`src/hw/rtl/lcdseq_pkg.sv`:
```
// Package for the character LCD 4-bit write sequencer.
// Holds the beat structs, the control word format and the microcode ROM.
// No dependencies.
`timescale 1ns / 1ps

package lcdseq_pkg;

    // Request and event beats
    typedef struct packed {
        logic [1:0] action;
        logic [7:0] value;
        logic       row;
        logic [3:0] col;
    } t_req;

    typedef struct packed {
        logic [3:0]  nibble;
        logic        reg_sel;
        logic        strobe_res;
        logic [15:0] wait_us;
        logic        last;
    } t_evt;

    typedef enum logic [1:0] {
        ACT_INIT = 2'd0,
        ACT_CMD  = 2'd1,
        ACT_POS  = 2'd2,
        ACT_CHAR = 2'd3
    } t_action;

    // Configuration register indexes
    localparam int CFG_IDX_W = 3;
    localparam logic [CFG_IDX_W-1:0] CFG_POWER_UP  = 3'd0;
    localparam logic [CFG_IDX_W-1:0] CFG_SETTLE    = 3'd1;
    localparam logic [CFG_IDX_W-1:0] CFG_FUNC_SET  = 3'd2;
    localparam logic [CFG_IDX_W-1:0] CFG_DISP_CTRL = 3'd3;
    localparam logic [CFG_IDX_W-1:0] CFG_ENTRY     = 3'd4;
    localparam int CFG_DATA_W = 16;

    // Reset values of the configuration registers
    localparam logic [15:0] RST_POWER_UP  = 16'd40000;
    localparam logic [15:0] RST_SETTLE    = 16'd100;
    localparam logic [7:0]  RST_FUNC_SET  = 8'h28;
    localparam logic [7:0]  RST_DISP_CTRL = 8'h0F;
    localparam logic [7:0]  RST_ENTRY     = 8'h06;

    // Fixed bytes and waits
    localparam logic [7:0]  WAKE_BYTE     = 8'h33;
    localparam logic [7:0]  FOUR_BIT_BYTE = 8'h22;
    localparam logic [7:0]  SHIFT_CMD     = 8'h10;
    localparam logic [3:0]  DDRAM_BASE    = 4'h8;
    localparam logic [15:0] WAKE_SETTLE   = 16'd5000;
    localparam logic [15:0] WAKE_GAP      = 16'd160;

    // Control word
    typedef enum logic [3:0] {
        BS_ZERO,
        BS_WAKE,
        BS_FOUR,
        BS_FUNC,
        BS_SHIFT,
        BS_DISP,
        BS_ENTRY,
        BS_VALUE,
        BS_POS
    } t_byte_sel;

    typedef enum logic [2:0] {
        WS_ZERO,
        WS_POWER,
        WS_WAKE,
        WS_GAP,
        WS_SETTLE
    } t_wait_sel;

    typedef struct packed {
        t_byte_sel byte_sel;
        logic      hi;
        logic      rs;
        logic      strobe;
        t_wait_sel wait_sel;
        logic      last;
    } t_cw;

    // Sequencer to datapath control
    typedef struct packed {
        logic load;
        logic emit;
        t_cw  cw;
    } t_uctl;

    localparam int STEP_W = 5;

    // Program entry points
    localparam logic [STEP_W-1:0] EP_INIT = 5'd0;
    localparam logic [STEP_W-1:0] EP_CMD  = 5'd14;
    localparam logic [STEP_W-1:0] EP_POS  = 5'd16;
    localparam logic [STEP_W-1:0] EP_CHAR = 5'd18;

    function automatic logic [STEP_W-1:0] entry_step(input logic [1:0] action);
        logic [STEP_W-1:0] s;
        unique case (t_action'(action))
            ACT_INIT: s = EP_INIT;
            ACT_CMD:  s = EP_CMD;
            ACT_POS:  s = EP_POS;
            ACT_CHAR: s = EP_CHAR;
            default:  s = EP_INIT;
        endcase
        return s;
    endfunction

    function automatic t_cw mk(t_byte_sel b, logic hi, logic rs, logic stb,
                               t_wait_sel w, logic lst);
        t_cw c;
        c.byte_sel = b;
        c.hi       = hi;
        c.rs       = rs;
        c.strobe   = stb;
        c.wait_sel = w;
        c.last     = lst;
        return c;
    endfunction

    // Microcode ROM: one bus event per step
    function automatic t_cw ucode(input logic [STEP_W-1:0] step);
        t_cw c;
        unique case (step)
            // initialize
            5'd0:    c = mk(BS_ZERO,  1'b0, 1'b0, 1'b0, WS_POWER,  1'b0);
            5'd1:    c = mk(BS_WAKE,  1'b0, 1'b0, 1'b0, WS_WAKE,   1'b0);
            5'd2:    c = mk(BS_WAKE,  1'b0, 1'b0, 1'b1, WS_GAP,    1'b0);
            5'd3:    c = mk(BS_WAKE,  1'b0, 1'b0, 1'b1, WS_GAP,    1'b0);
            5'd4:    c = mk(BS_WAKE,  1'b0, 1'b0, 1'b1, WS_GAP,    1'b0);
            5'd5:    c = mk(BS_FOUR,  1'b0, 1'b0, 1'b1, WS_ZERO,   1'b0);
            5'd6:    c = mk(BS_FUNC,  1'b1, 1'b0, 1'b1, WS_ZERO,   1'b0);
            5'd7:    c = mk(BS_FUNC,  1'b0, 1'b0, 1'b1, WS_ZERO,   1'b0);
            5'd8:    c = mk(BS_SHIFT, 1'b1, 1'b0, 1'b1, WS_ZERO,   1'b0);
            5'd9:    c = mk(BS_SHIFT, 1'b0, 1'b0, 1'b1, WS_ZERO,   1'b0);
            5'd10:   c = mk(BS_DISP,  1'b1, 1'b0, 1'b1, WS_ZERO,   1'b0);
            5'd11:   c = mk(BS_DISP,  1'b0, 1'b0, 1'b1, WS_ZERO,   1'b0);
            5'd12:   c = mk(BS_ENTRY, 1'b1, 1'b0, 1'b1, WS_ZERO,   1'b0);
            5'd13:   c = mk(BS_ENTRY, 1'b0, 1'b0, 1'b1, WS_ZERO,   1'b1);
            // command byte
            5'd14:   c = mk(BS_VALUE, 1'b1, 1'b0, 1'b1, WS_ZERO,   1'b0);
            5'd15:   c = mk(BS_VALUE, 1'b0, 1'b0, 1'b1, WS_ZERO,   1'b1);
            // set position
            5'd16:   c = mk(BS_POS,   1'b1, 1'b0, 1'b1, WS_ZERO,   1'b0);
            5'd17:   c = mk(BS_POS,   1'b0, 1'b0, 1'b1, WS_SETTLE, 1'b1);
            // print character
            5'd18:   c = mk(BS_VALUE, 1'b1, 1'b1, 1'b1, WS_ZERO,   1'b0);
            5'd19:   c = mk(BS_VALUE, 1'b0, 1'b1, 1'b1, WS_SETTLE, 1'b1);
            default: c = mk(BS_ZERO,  1'b0, 1'b0, 1'b0, WS_ZERO,   1'b1);
        endcase
        return c;
    endfunction

endpackage

```
`src/hw/rtl/char_lcd_nibble_write_sequencer_top.sv`:
```
// Character LCD 4-bit write sequencer, top level.
// An accepted request loads the step counter; its first event beat is then
// registered in the output register. One event beat per cycle while the
// output takes beats; initialize has 14 steps, the other requests 2.
// Reset (synchronous, active low) idles the sequencer and restores config.
`timescale 1ns / 1ps

module char_lcd_nibble_write_sequencer_top (
    input  logic                                 i_clk,
    input  logic                                 i_rst_n,
    // request channel
    input  logic                                 i_in_valid,
    output logic                                 o_in_ready,
    input  lcdseq_pkg::t_req                     i_in_data,
    // event channel
    output logic                                 o_out_valid,
    input  logic                                 i_out_ready,
    output lcdseq_pkg::t_evt                     o_out_data,
    // configuration write port
    input  logic                                 i_cfg_we,
    input  logic [lcdseq_pkg::CFG_IDX_W-1:0]     i_cfg_idx,
    input  logic [lcdseq_pkg::CFG_DATA_W-1:0]    i_cfg_data
);
    import lcdseq_pkg::*;

    t_uctl ctl;
    logic  out_free;

    // Sequencer walks the microcode program; a new request is taken in the
    // same cycle the final event of the previous run is issued.
    lcdseq_useq u_useq (
        .i_clk      (i_clk),
        .i_rst_n    (i_rst_n),
        .i_in_valid (i_in_valid),
        .i_action   (i_in_data.action),
        .i_out_free (out_free),
        .o_in_ready (o_in_ready),
        .o_ctl      (ctl)
    );

    // Datapath builds each event from the control word and drives the
    // output register; advance only when that register can take a beat.
    lcdseq_dp u_dp (
        .i_clk       (i_clk),
        .i_rst_n     (i_rst_n),
        .i_cfg_we    (i_cfg_we),
        .i_cfg_idx   (i_cfg_idx),
        .i_cfg_data  (i_cfg_data),
        .i_req       (i_in_data),
        .i_ctl       (ctl),
        .i_out_ready (i_out_ready),
        .o_out_free  (out_free),
        .o_out_valid (o_out_valid),
        .o_out_data  (o_out_data)
    );

endmodule

```
`src/hw/rtl/lcdseq_useq.sv`:
```
// Microsequencer: step counter, entry dispatch and control word fetch.
// Depends on lcdseq_pkg.
`timescale 1ns / 1ps

module lcdseq_useq (
    input  logic                 i_clk,
    input  logic                 i_rst_n,
    input  logic                 i_in_valid,
    input  logic [1:0]           i_action,
    input  logic                 i_out_free,
    output logic                 o_in_ready,
    output lcdseq_pkg::t_uctl    o_ctl
);
    import lcdseq_pkg::*;

    logic              r_busy, n_busy;
    logic [STEP_W-1:0] r_step, n_step;
    t_cw               cw;
    logic              emit, done, accept;

    assign cw     = ucode(r_step);
    assign emit   = r_busy & i_out_free;
    assign done   = emit & cw.last;
    assign o_in_ready = ~r_busy | done;
    assign accept = i_in_valid & o_in_ready;

    always_comb begin
        n_busy = r_busy;
        n_step = r_step;
        if (accept) begin
            n_busy = 1'b1;
            n_step = entry_step(i_action);
        end else if (done) begin
            n_busy = 1'b0;
        end else if (emit) begin
            n_step = r_step + 1'b1;
        end
    end

    always_ff @(posedge i_clk) begin
        if (!i_rst_n) begin
            r_busy <= 1'b0;
            r_step <= '0;
        end else begin
            r_busy <= n_busy;
            r_step <= n_step;
        end
    end

    assign o_ctl.load = accept;
    assign o_ctl.emit = emit;
    assign o_ctl.cw   = cw;

endmodule

```
`src/hw/rtl/lcdseq_dp.sv`:
```
// Datapath: configuration registers, request latch, nibble and wait
// selection, output event register. Depends on lcdseq_pkg.
`timescale 1ns / 1ps

module lcdseq_dp (
    input  logic                                 i_clk,
    input  logic                                 i_rst_n,
    input  logic                                 i_cfg_we,
    input  logic [lcdseq_pkg::CFG_IDX_W-1:0]     i_cfg_idx,
    input  logic [lcdseq_pkg::CFG_DATA_W-1:0]    i_cfg_data,
    input  lcdseq_pkg::t_req                     i_req,
    input  lcdseq_pkg::t_uctl                    i_ctl,
    input  logic                                 i_out_ready,
    output logic                                 o_out_free,
    output logic                                 o_out_valid,
    output lcdseq_pkg::t_evt                     o_out_data
);
    import lcdseq_pkg::*;

    logic [15:0] r_power_up, r_settle;
    logic [7:0]  r_func, r_disp, r_entry;
    t_req        r_req;
    logic        r_valid;
    t_evt        r_evt, n_evt;
    logic [7:0]  sel_byte;
    logic [15:0] sel_wait;

    always_ff @(posedge i_clk) begin
        if (!i_rst_n) begin
            r_power_up <= RST_POWER_UP;
            r_settle   <= RST_SETTLE;
            r_func     <= RST_FUNC_SET;
            r_disp     <= RST_DISP_CTRL;
            r_entry    <= RST_ENTRY;
        end else if (i_cfg_we) begin
            case (i_cfg_idx)
                CFG_POWER_UP:  r_power_up <= i_cfg_data;
                CFG_SETTLE:    r_settle   <= i_cfg_data;
                CFG_FUNC_SET:  r_func     <= i_cfg_data[7:0];
                CFG_DISP_CTRL: r_disp     <= i_cfg_data[7:0];
                CFG_ENTRY:     r_entry    <= i_cfg_data[7:0];
                default: ;
            endcase
        end
    end

    // Hold the accepted request for the length of its run
    always_ff @(posedge i_clk) begin
        if (i_ctl.load) begin
            r_req <= i_req;
        end
    end

    always_comb begin
        unique case (i_ctl.cw.byte_sel)
            BS_ZERO:  sel_byte = 8'h00;
            BS_WAKE:  sel_byte = WAKE_BYTE;
            BS_FOUR:  sel_byte = FOUR_BIT_BYTE;
            BS_FUNC:  sel_byte = r_func;
            BS_SHIFT: sel_byte = SHIFT_CMD;
            BS_DISP:  sel_byte = r_disp;
            BS_ENTRY: sel_byte = r_entry;
            BS_VALUE: sel_byte = r_req.value;
            BS_POS:   sel_byte = {DDRAM_BASE | {1'b0, r_req.row, 2'b00}, r_req.col};
            default:  sel_byte = 8'h00;
        endcase
        unique case (i_ctl.cw.wait_sel)
            WS_ZERO:   sel_wait = 16'd0;
            WS_POWER:  sel_wait = r_power_up;
            WS_WAKE:   sel_wait = WAKE_SETTLE;
            WS_GAP:    sel_wait = WAKE_GAP;
            WS_SETTLE: sel_wait = r_settle;
            default:   sel_wait = 16'd0;
        endcase
        n_evt.nibble     = i_ctl.cw.hi ? sel_byte[7:4] : sel_byte[3:0];
        n_evt.reg_sel    = i_ctl.cw.rs;
        n_evt.strobe_res = i_ctl.cw.strobe;
        n_evt.wait_us    = sel_wait;
        n_evt.last       = i_ctl.cw.last;
    end

    assign o_out_free = ~r_valid | i_out_ready;

    always_ff @(posedge i_clk) begin
        if (!i_rst_n) begin
            r_valid <= 1'b0;
        end else if (i_ctl.emit) begin
            r_valid <= 1'b1;
        end else if (i_out_ready) begin
            r_valid <= 1'b0;
        end
    end

    always_ff @(posedge i_clk) begin
        if (i_ctl.emit) begin
            r_evt <= n_evt;
        end
    end

    assign o_out_valid = r_valid;
    assign o_out_data  = r_evt;

endmodule
```
`config.mk`:
```
export PLATFORM = sky130hd
export DESIGN_NAME = char_lcd_nibble_write_sequencer_top
export DESIGN_NICKNAME = d
export VERILOG_FILES = /design/src/hw/rtl/lcdseq_pkg.sv /design/src/hw/rtl/char_lcd_nibble_write_sequencer_top.sv /design/src/hw/rtl/lcdseq_useq.sv /design/src/hw/rtl/lcdseq_dp.sv
export SDC_FILE = /design/constraint.sdc
export NUM_CORES = 1
export LEC_CHECK = 0
export ABC_AREA = 1
export BUFFER_PORTS_ARGS = -buffer_cell sky130_fd_sc_hd__buf_2
export CORE_MARGIN = 2
export CORE_UTILIZATION = 35
export CTS_CLUSTER_SIZE = 8
export DETAILED_ROUTE_END_ITERATION = 8
export PLACE_DENSITY_LB_ADDON = 0.08
export SYNTH_ARGS = -nofsm -noshare
export SYNTH_HDL_FRONTEND = slang
export SYNTH_SLANG_ARGS = --single-unit
```
`constraint.sdc`:
```
create_clock -name i_clk -period 2.85 [get_ports i_clk]
set_clock_uncertainty 0.05 [all_clocks]
set_input_delay 0.7125 -clock i_clk [delete_from_list [all_inputs] [get_ports i_clk]]
set_output_delay 0.7125 -clock i_clk [all_outputs]
set_load 0.05 [all_outputs]
```
Yosys cells after proc, flatten, opt, wreduce, memory -nomap -nowiden
Memories as Yosys holds them, arrays and structs flattened. A register that Yosys moved wholly into a read port is not among the register bits.
Index checks and enable logic that the tools add are counted.
- bits in registers: 99
- bits in latches: 0
- bits in writable memories: 0
- ROM bits: 352
- bits of input ports: 39
- output and inout bits: 25
- word-level logic and storage cells: 69
- memories: 1
- add/sub/neg operators: 1
- multipliers: 0
- divide/modulo/power cells: 0
- magnitude comparators: 0
- equal/unequal tests: 20
- shifts and indexed selects: 0
- muxes and demuxes: 13
- bitwise logic cells: 7
- reductions and logical operators: 11
- memories (memory ; words ; bits a word ; read ports ; clocked after memory_dff ; wr ports ; line ; text):
    (name not given) ; 32 ; 11 ; 1 ; 1 ; 0 ; lcdseq_pkg.sv:127 ; unique case (step)
- operator list (cell ; number):
    16-bit case mux with 4 select lines ; 1
    8-bit case mux with 8 select lines ; 1
    5-bit two-way mux ; 5
    5-bit case mux with 4 select lines ; 1
    4-bit by 3-bit == test with 1-bit output (second input constant) ; 4
    3-bit by 2-bit == test with 1-bit output (second input constant) ; 4
    2-bit AND reduction ; 6
    4-bit by 2-bit == test with 1-bit output (second input constant) ; 2
    3-bit by 1-bit == test with 1-bit output (second input constant) ; 2
    3-bit == test (second input constant) ; 2
    2-bit nonzero test ; 3
    5-bit by 1-bit adder with 5-bit output (second input constant) ; 1
    2-bit == test (second input constant) ; 2
    4-bit by 1-bit == test with 1-bit output (second input constant) ; 1
    4-bit == test (second input constant) ; 1
    1-bit two-way mux ; 4
    4-bit two-way mux ; 1
    1-bit bitwise AND ; 3
    3-bit zero test ; 1
    2-bit by 1-bit == test with 1-bit output (second input constant) ; 1
    2-bit zero test ; 1
    2-bit != test (second input constant) ; 1
    1-bit inverter ; 2
    1-bit OR ; 2

Depth between registers and ports, before layout
Gate-level depths: netlist of run 1.
- word-level depth: 10
- gate-level depth with buffers: 14
- depth with buffers taken out: 14

Hierarchy
Synthesis of run 1 repeated with hierarchy kept, for this count alone.
- cell total of the unflattened synthesis: 562
- area, all modules: 4713.3 sq um
- modules (own cells, without submodules) (module ; times used ; cells each ; area an instance (sq um) ; sequential area each (sq um)):
    lcdseq_dp ; 1 ; 443 ; 3769.9 ; 2222.1
    lcdseq_useq ; 1 ; 119 ; 943.4 ; 340.3

Worst setup path before layout of run 1
Ideal clock, no wire load.
- path type: input port to flip-flop
- start point: input port i_out_ready
- end point: register u_useq.cw[7] (netlist name)
- arrival time: 2.043 ns
- required time: 2.685 ns
- path slack: 0.643 ns
- cell stages on the path: 13
- path buffers: 0
- cell sequence: inv_2 nand2_4 nand2_2 a21oi_2 nand2_1 nand2_2 nand2_2 nand2_2 nand2_1 nand2_1 nand3_1 nand2_1 nand2_1
- RTL lines (element ; line ; text):
    start, declared ; char_lcd_nibble_write_sequencer_top.sv:17 ; input logic i_out_ready,

Worst setup path after layout of run 1
- start point: input port i_out_ready
- end point: output port o_in_ready
- cells in the longest elaborated chain, start to end: 4
- ends and longest elaborated chain (element ; line ; text):
    1-bit OR ; lcdseq_dp.sv:82 ; assign o_out_free = ~r_valid | i_out_ready;
    1-bit bitwise AND ; lcdseq_useq.sv:22 ; assign emit = r_busy & i_out_free;
    1-bit bitwise AND ; lcdseq_useq.sv:23 ; assign done = emit & cw.last;
    1-bit OR ; lcdseq_useq.sv:24 ; assign o_in_ready = ~r_busy | done;
    end, declared ; char_lcd_nibble_write_sequencer_top.sv:13 ; output logic o_in_ready,
Every way passes these cells.

==> results of run 1 <==
-- critical path, cell delays in order --
cell and delay, ns:
buf_2 0.09, inv_2 0.04, nand2_4 0.07, nand2_2 0.07, nand2_2 0.10, buf_2 0.27
-- worst paths after layout --
check / endpoint / slack, ns / depth (start not counted)
worst max-delay path: o_in_ready / 0.74 / 6
worst min-delay path: u_dp.o_out_data[18] / 0.37 / 0
worst max register to register: u_dp.o_out_data[21] / 1.13 / 11
worst min register to register: u_dp.o_out_data[18] / 0.37 / 0
-- where the power goes --
part           internal, mW  switching, mW  leakage [nW]
Clock                 0.760          0.540         0.149
Sequential             1.74         0.0482         0.952
Combinational         0.164          0.390          1.26
-- cell type report --
cell class | count | area share (%)
clock buffers | 10 | 4.31
flip-flops and latches | 110 | 48.3
clock inverters | 6 | 1.44
multi-input cells | 340 | 31.5
repair buffers | 73 | 7.59
well taps | 172 | 4.05
inverters | 40 | 2.83
-- per-stage QoR --
step	utilization, %	setup slack [ns]	total power [mW]
floorplan	-	0.643	2.21
global placement	40.0	0.744	2.38
detailed placement	40.0	0.734	2.38
CTS	42.4	0.732	3.69
global route	42.4	0.690	3.81
finish	42.4	0.738	3.64
-- registers in the layout, indices dropped and copies added (netlist names) --
register          flops
u_dp.o_out_valid      1
u_dp.o_out_data      23
u_dp.r_settle        16
u_useq.r_busy         1
u_dp.r_disp           8
u_dp.r_func           8
u_dp.r_req           13
u_dp.r_entry          8
u_useq.cw            11
u_useq.r_step         5
u_dp.r_power_up      16
-- layout by cell type, fill, tap and decap left out, types with 2 or more instances in the layout --
master	netlist	final
nand2_1	102	102
nor2_1	86	86
dfxtp_1	74	74
buf_2	4	63
o21ai_0	47	47
nand3_1	39	39
edfxtp_1	36	36
inv_1	34	34
a21oi_1	11	11
a22o_1	10	10
nand2_2	9	9
clkbuf_16	0	9
buf_4	0	9
inv_2	6	6
nand4_1	5	5
nand2_4	4	4
o211ai_1	4	4
clkinv_1	0	3
a21oi_2	2	2
nor3_1	2	2
a221oi_1	2	2
xor2_1	2	2
bufinv_16	0	2
-- routing by layer --
metal | vias up | part of all wire, % | wire, um | GRT usage [%]
li1 | 1816 | - | - | -
met1 | 1649 | 46 | 4990 | 22.3
met2 | 80 | 47 | 5080 | 28.1
met3 | 16 | 5.1 | 547 | 4.46
met4 | 0 | 1.7 | 186 | 5.57
met5 | - | 0 | 0 | 0
-- kinds of logic (layout without fill, tap and decap cells) --
kind of cell / count (synthesis) / in the layout / share of synthesized area [%]
simple gates: 252 / 252 / 25.0
xor+xnor: 3 / 3 / 0.591
mux: 1 / 1 / 0.225
compound gates: 83 / 83 / 11.6
flops: 110 / 110 / 57.7
buf+inv: 54 / 129 / 4.67
fa+ha+maj: 1 / 1 / 0.281
==> metrics.md, run 1 <==
| Metric | Value |
|---|---|
| Status | finished clean |
| Post-CTS resize count | 0 |
| Hold WC Path Type | flop to flop |
| Placed Cells | 735 |
| Critical path class | input pin to primary output |
| Vias | 3561 |
| Final Cell Area | 0.00531 mm2 |
| Placer Congestion | 0.813 |
| Min cycle time layout | 2.11 ns |
| CP Capture Type | primary output |
| Synth area leaders | dfxtp_1 33%, edfxtp_1 24%, nand2_1 8.6% |
| Final period util | 74.1% |
| Power per Cell Area | 686 mW/mm2 |
| Finish-stage setup viols | 0 |
| Post-Synthesis Cells | 504 |
| CTS tree | built |
| Root buffer cell | clkbuf_16 |
| FMAX | 473 MHz |
| Fillers | 1296 |
| H-tree levels | 3 |
| Clock transition at the registers of the reported paths | 0.06 ns |
| GRT Residual Overflow | 0 |
| Storage cell area | 0.00256 mm2 |
| Post-Syn Area per Cell | 8.82 um2 |
| Synth top cells by count | 102 x nand2_1, 86 x nor2_1, 74 x dfxtp_1 |
| Clock sink count | 110 |
| LEAKAGE | 2.36 nW |
| Seq/Total Area, Yosys | 57.7% |
| Synthesized flop and latch total | 110 |
| Yosys top cell by area | dfxtp_1 |
| Max-slew violations | 0 |
| Antenna viol nets, final | 0 |
| Hold Vio Cnt, Final | 0 |
| Synthesized area | 0.00444 mm2 |
| Worst hold start | u_useq.cw[5] |
| Yosys top cell area share | 33.3% |
| Max-Cap Viols | 0 |
| Skew-Pair Late Insertion Delay | 0.35 ns |
| Routed wire length per instance | 14.4 um |
| Synth unique cells | 35 |
| DRT Wirelength | 10.8 mm |
| Critical path data arrival time | 1.35 ns |
| Total CTS buffers | 9 |
| Finished Layout Cells | 751 |
| Reg2reg start | u_useq.cw[10] |
| CP required | 2.09 ns |
| Critical Path Source | i_out_ready |
| I/O pin cnt | 64 |
| Initial antenna violation count | 0 |
| 1st-iter DRT viols | 303 |
| Most common cell in the netlist | nand2_1 |
| Kind of start point of the critical path | input pin |
| Drt pass-1 iters | 4 |
| Die X | 117 um |
| Initial core utilization | 35.5% |
| Bufs on Longest Clock Path | 2 |
| First-pass GRT wire length | 17.8 mm |
| Ys flop type | dfxtp_1 |
| HPWL after DPL | 7.45 mm |
| Gr usage total | 17.2% |
| Diodes inserted | 0 |
| Slew HR | 57.7% |
| Final net count | 614 |
| IO Port Bufs | 63 |
| Hold slack | 0.370 ns |
| Placed Area | 0.00500 mm2 |
| Die area | 0.0136 mm2 |
| Core area | 0.0125 mm2 |
| YS warnings | 0 |
| Total setup buffers inserted after CTS | 0 |
| Area Overhead vs Synth | 19.5% |
| Actual slew at the worst max-slew pin | 0.633 ns |
| Cell Rows | 41 |
| Synth async-reset ratio | 0% |
| Cts hold-fix bufs | 0 |
| Post-synth EDFFs | 36 |
| Syn nets | 544 |
| Peak VDD IR | 360 uV |
| Area of the multi-input gates | 0.00167 mm2 |
| DIE HEIGHT | 117 um |
| RSZ-0062 raised after global routing | false |
| Share of cells above drive strength 1 | 19.7% |
| Fin Setup TNS | 0 ns |
| CP max FO | 5 |
| Residual DRC | 0 |
| Vias per Instance | 4.74 |
| Largest net degree at the start of global routing | 33 |
| Via count of the first global-routing pass | 3459 |
Note: power is estimated with default switching activity, not from simulation.
==> run 2, diff against run 1 <==
--- a/config.mk
+++ b/config.mk
@@ -5,7 +5,7 @@
 export SDC_FILE = /design/constraint.sdc
 export NUM_CORES = 1
 export LEC_CHECK = 0
-export ABC_AREA = 1
+export ABC_AREA = 0
 export BUFFER_PORTS_ARGS = -buffer_cell sky130_fd_sc_hd__buf_2
 export CORE_MARGIN = 2
 export CORE_UTILIZATION = 35
==> constraint.sdc (replaced) <==
create_clock -name i_clk -period 1.86 [get_ports i_clk]
set_clock_uncertainty 0.05 [all_clocks]
set_input_delay 0.465 -clock i_clk [delete_from_list [all_inputs] [get_ports i_clk]]
set_output_delay 0.465 -clock i_clk [all_outputs]
set_load 0.05 [all_outputs]
==> metrics.md, run 2 <==
| Metric | Value |
|---|---|
| Cts hold-fix bufs | 0 |
| Reg2reg setup slack | -0.02 ns |
| Largest register FFs | 23 |
| Area of the multi-input gates | 0.00205 mm2 |
| Skew-Pair Late Insertion Delay | 0.35 ns |
| Finish-stage setup viols | 1 |
| Power per Cell Area | 959 mW/mm2 |
| Hold depth | 1 |
| Synth top cells by count | 135 x nand2_1, 74 x dfxtp_1, 49 x a21oi_1 |
| Status | complete, but fails checks |
| Critical path data arrival time | 2.11 ns |
| Die area | 0.0141 mm2 |
| Fin util | 46.7% |
| Syn nets | 530 |
| First-pass GRT wire length | 19.3 mm |
| Vias per Instance | 4.95 |
| Residual DRC | 0 |
| Synthesized area | 0.00461 mm2 |
| 1st-iter DRT viols | 245 |
| YS warnings | 0 |
| Final net count | 638 |
| Root buffer cell | clkbuf_16 |
| Post-synth EDFFs | 36 |
| DRT Wirelength | 11.8 mm |
| Worst hold endpoint | u_dp.r_req[8] |
| Yosys top cell area share | 32.1% |
| Bufs on Longest Clock Path | 2 |
| H-tree levels | 3 |
| Most frequent cells in the layout | 135 x nand2_1, 69 x dfxtp_1, 62 x buf_2 |
| I/O pin cnt | 64 |
| Clock transition at the registers of the reported paths | 0.07 ns |
| Placed Cells | 752 |
| Actual slew at the worst max-slew pin | 0.618 ns |
| GRT Residual Overflow | 0 |
| Placer Congestion | 0.852 |
| Area Overhead vs Synth | 29.0% |
| Hold WC Path Type | input pin to flop |
| CP max FO | 7 |
| CP Capture Type | flop |
| Cell Rows | 41 |
| Reg2reg path depth | 8 |
| Synth async-reset ratio | 0% |
| Gr usage total | 17.4% |
| Drt pass-1 iters | 5 |
| Post-Synthesis Cells | 490 |
| Reg2reg start | u_dp.o_out_valid |
| Initial core utilization | 36.2% |
| Vias | 3836 |
| Reg2reg end | u_useq.cw[6] |
| CP Cell Sequence | nor2b_4 > buf_6 > or4_4 > o221ai_4 > nand2_4 > inv_4 > nand3_4 > o22ai_2 |
| Total CTS buffers | 9 |
| Synth unique cells | 67 |
| IO Port Bufs | 63 |
| FMAX | 531 MHz |
| DIE HEIGHT | 119 um |
| Min cycle time layout | 1.88 ns |
| Storage cell area | 0.00257 mm2 |
| Seq/Total Area, Yosys | 55.6% |
| Kind of start point of the critical path | flop |
| Share of cells above drive strength 1 | 30.7% |
| Slowest CP cell | or4_4 |
| Max-Cap Viols | 0 |
| Peak VDD IR | 512 uV |
| Routed wire length per instance | 15.2 um |
| Hold slack | 0.235 ns |
| Clock sink count | 110 |
| Yosys top cell by area | dfxtp_1 |
| RSZ-0062 raised after global routing | true |
| LEAKAGE | 2.39 nW |
| Placed Area | 0.00547 mm2 |
| Finished Layout Cells | 775 |
| Synth area leaders | dfxtp_1 32%, edfxtp_1 23%, nand2_1 11% |
| Commonest non-fill, non-tap cell in the layout | nand2_1 |
| Ys flop type | dfxtp_1 |
| Slew HR | 58.8% |
| Core area | 0.0127 mm2 |
| Via count of the first global-routing pass | 3728 |
| Antenna viol nets, final | 0 |
| Final period util | 101% |
| Final Cell Area | 0.00595 mm2 |
| Failing checks | negative setup slack |
| Critical path class | flop to flop |
| Initial antenna violation count | 0 |
| Die X | 119 um |
| Largest net degree at the start of global routing | 44 |
| Hold Vio Cnt, Final | 0 |
| Max-slew violations | 0 |
| Fillers | 1212 |
| CP required | 2.09 ns |
| HPWL after DPL | 8.25 mm |
| Diodes inserted | 0 |
| Worst hold start | i_in_data[8] |
| Most common cell in the netlist | nand2_1 |
| CTS tree | built |
| Final WS setup | -0.0221 ns |
| Post-Syn Area per Cell | 9.41 um2 |
| Max incr delay on CP | 0.51 ns |
| Synthesized flop and latch total | 110 |
-- run 2: changes by cell type in the layout (fill, tap and decap cells not counted), moves of 19 or more --
cell	delta
nand2_1	+33
o21ai_0	-36
nor2_1	-62
inv_1	-30
nand3_1	-19
a21oi_1	+38
buf_4	+48
-- run 2: where the power goes --
part	internal (mW)	switching, mW	total (mW)	leakage, nW
sequential	2.65	0.0797	2.73	0.951
combinational	0.403	0.642	1.05	1.29
clock	1.06	0.876	1.93	0.145
-- run 2: routing by layer --
metal / up-vias / GRT usage [%] / part of all wire [%]
met1: 1812 / 23.6 / 49
met5: - / 0 / 0
met2: 89 / 27.6 / 46
met3: 8 / 4.49 / 4.0
li1: 1927 / - / -
met4: 0 / 4.76 / 0.86
-- run 2: timing repair --
| action | CTS | global route |
|---|---|---|
| hold endpoints to repair | 0 | 0 |
| setup endpoints to repair | 8 | 15 |
| pin swaps | 5 | 8 |
| resized for setup | 10 | 20 |
| setup buffers | 5 | 2 |
-- run 2: layout make-up --
cell class | instances | share of cell area, %
multi-input combinational | 347 | 34.4
sequential | 110 | 43.3
timing repair buffer | 122 | 13.1
clock inverter | 6 | 1.16
tap | 172 | 3.62
clock buffer | 10 | 3.85
inverter | 8 | 0.547
-- run 2: cell families after synthesis --
logic type	Yosys count	share of synthesized area, %
compound gates	114	17.3
xor+xnor	1	0.190
fa+ha+maj	1	0.271
buf+inv	33	2.96
flops	110	55.6
mux	7	1.57
simple gates	224	22.1
-- run 2: metrics by stage --
step / setup slack (ns) / power (mW) / TNS [ns]
after detailed placement: -0.266 / 3.76 / -2.42
after global placement: -0.173 / 3.75 / -1.52
final: -0.0221 / 5.70 / -0.0221
after floorplan: 0.00231 / 3.39 / 0
after global routing: -0.142 / 5.98 / -0.648
after CTS: -0.0131 / 5.72 / -0.0224
-- run 2: how the worst max path moves through the flow --
stage	from	to	slack [ns]	depth (start not counted)
after CTS	u_dp.o_out_valid	u_useq.cw[6]	-0.01	8
after global placement	i_in_valid	u_useq.cw[4]	-0.17	7
final	u_dp.o_out_valid	u_useq.cw[6]	-0.02	8
after global routing	u_useq.r_step[0]	u_useq.cw[7]	-0.14	7
after detailed placement	i_in_valid	u_useq.cw[4]	-0.27	7
after floorplan	u_dp.o_out_valid	u_useq.cw[1]	0.002	9
-- run 2: critical path: cells and delay by family, from the launching register on --
family	cells	cell delay, ns
AOI/OAI and AO/OA	2	0.27
buffers and inverters	2	0.21
DFF	1	0.35
and+or+nand+nor	4	0.92
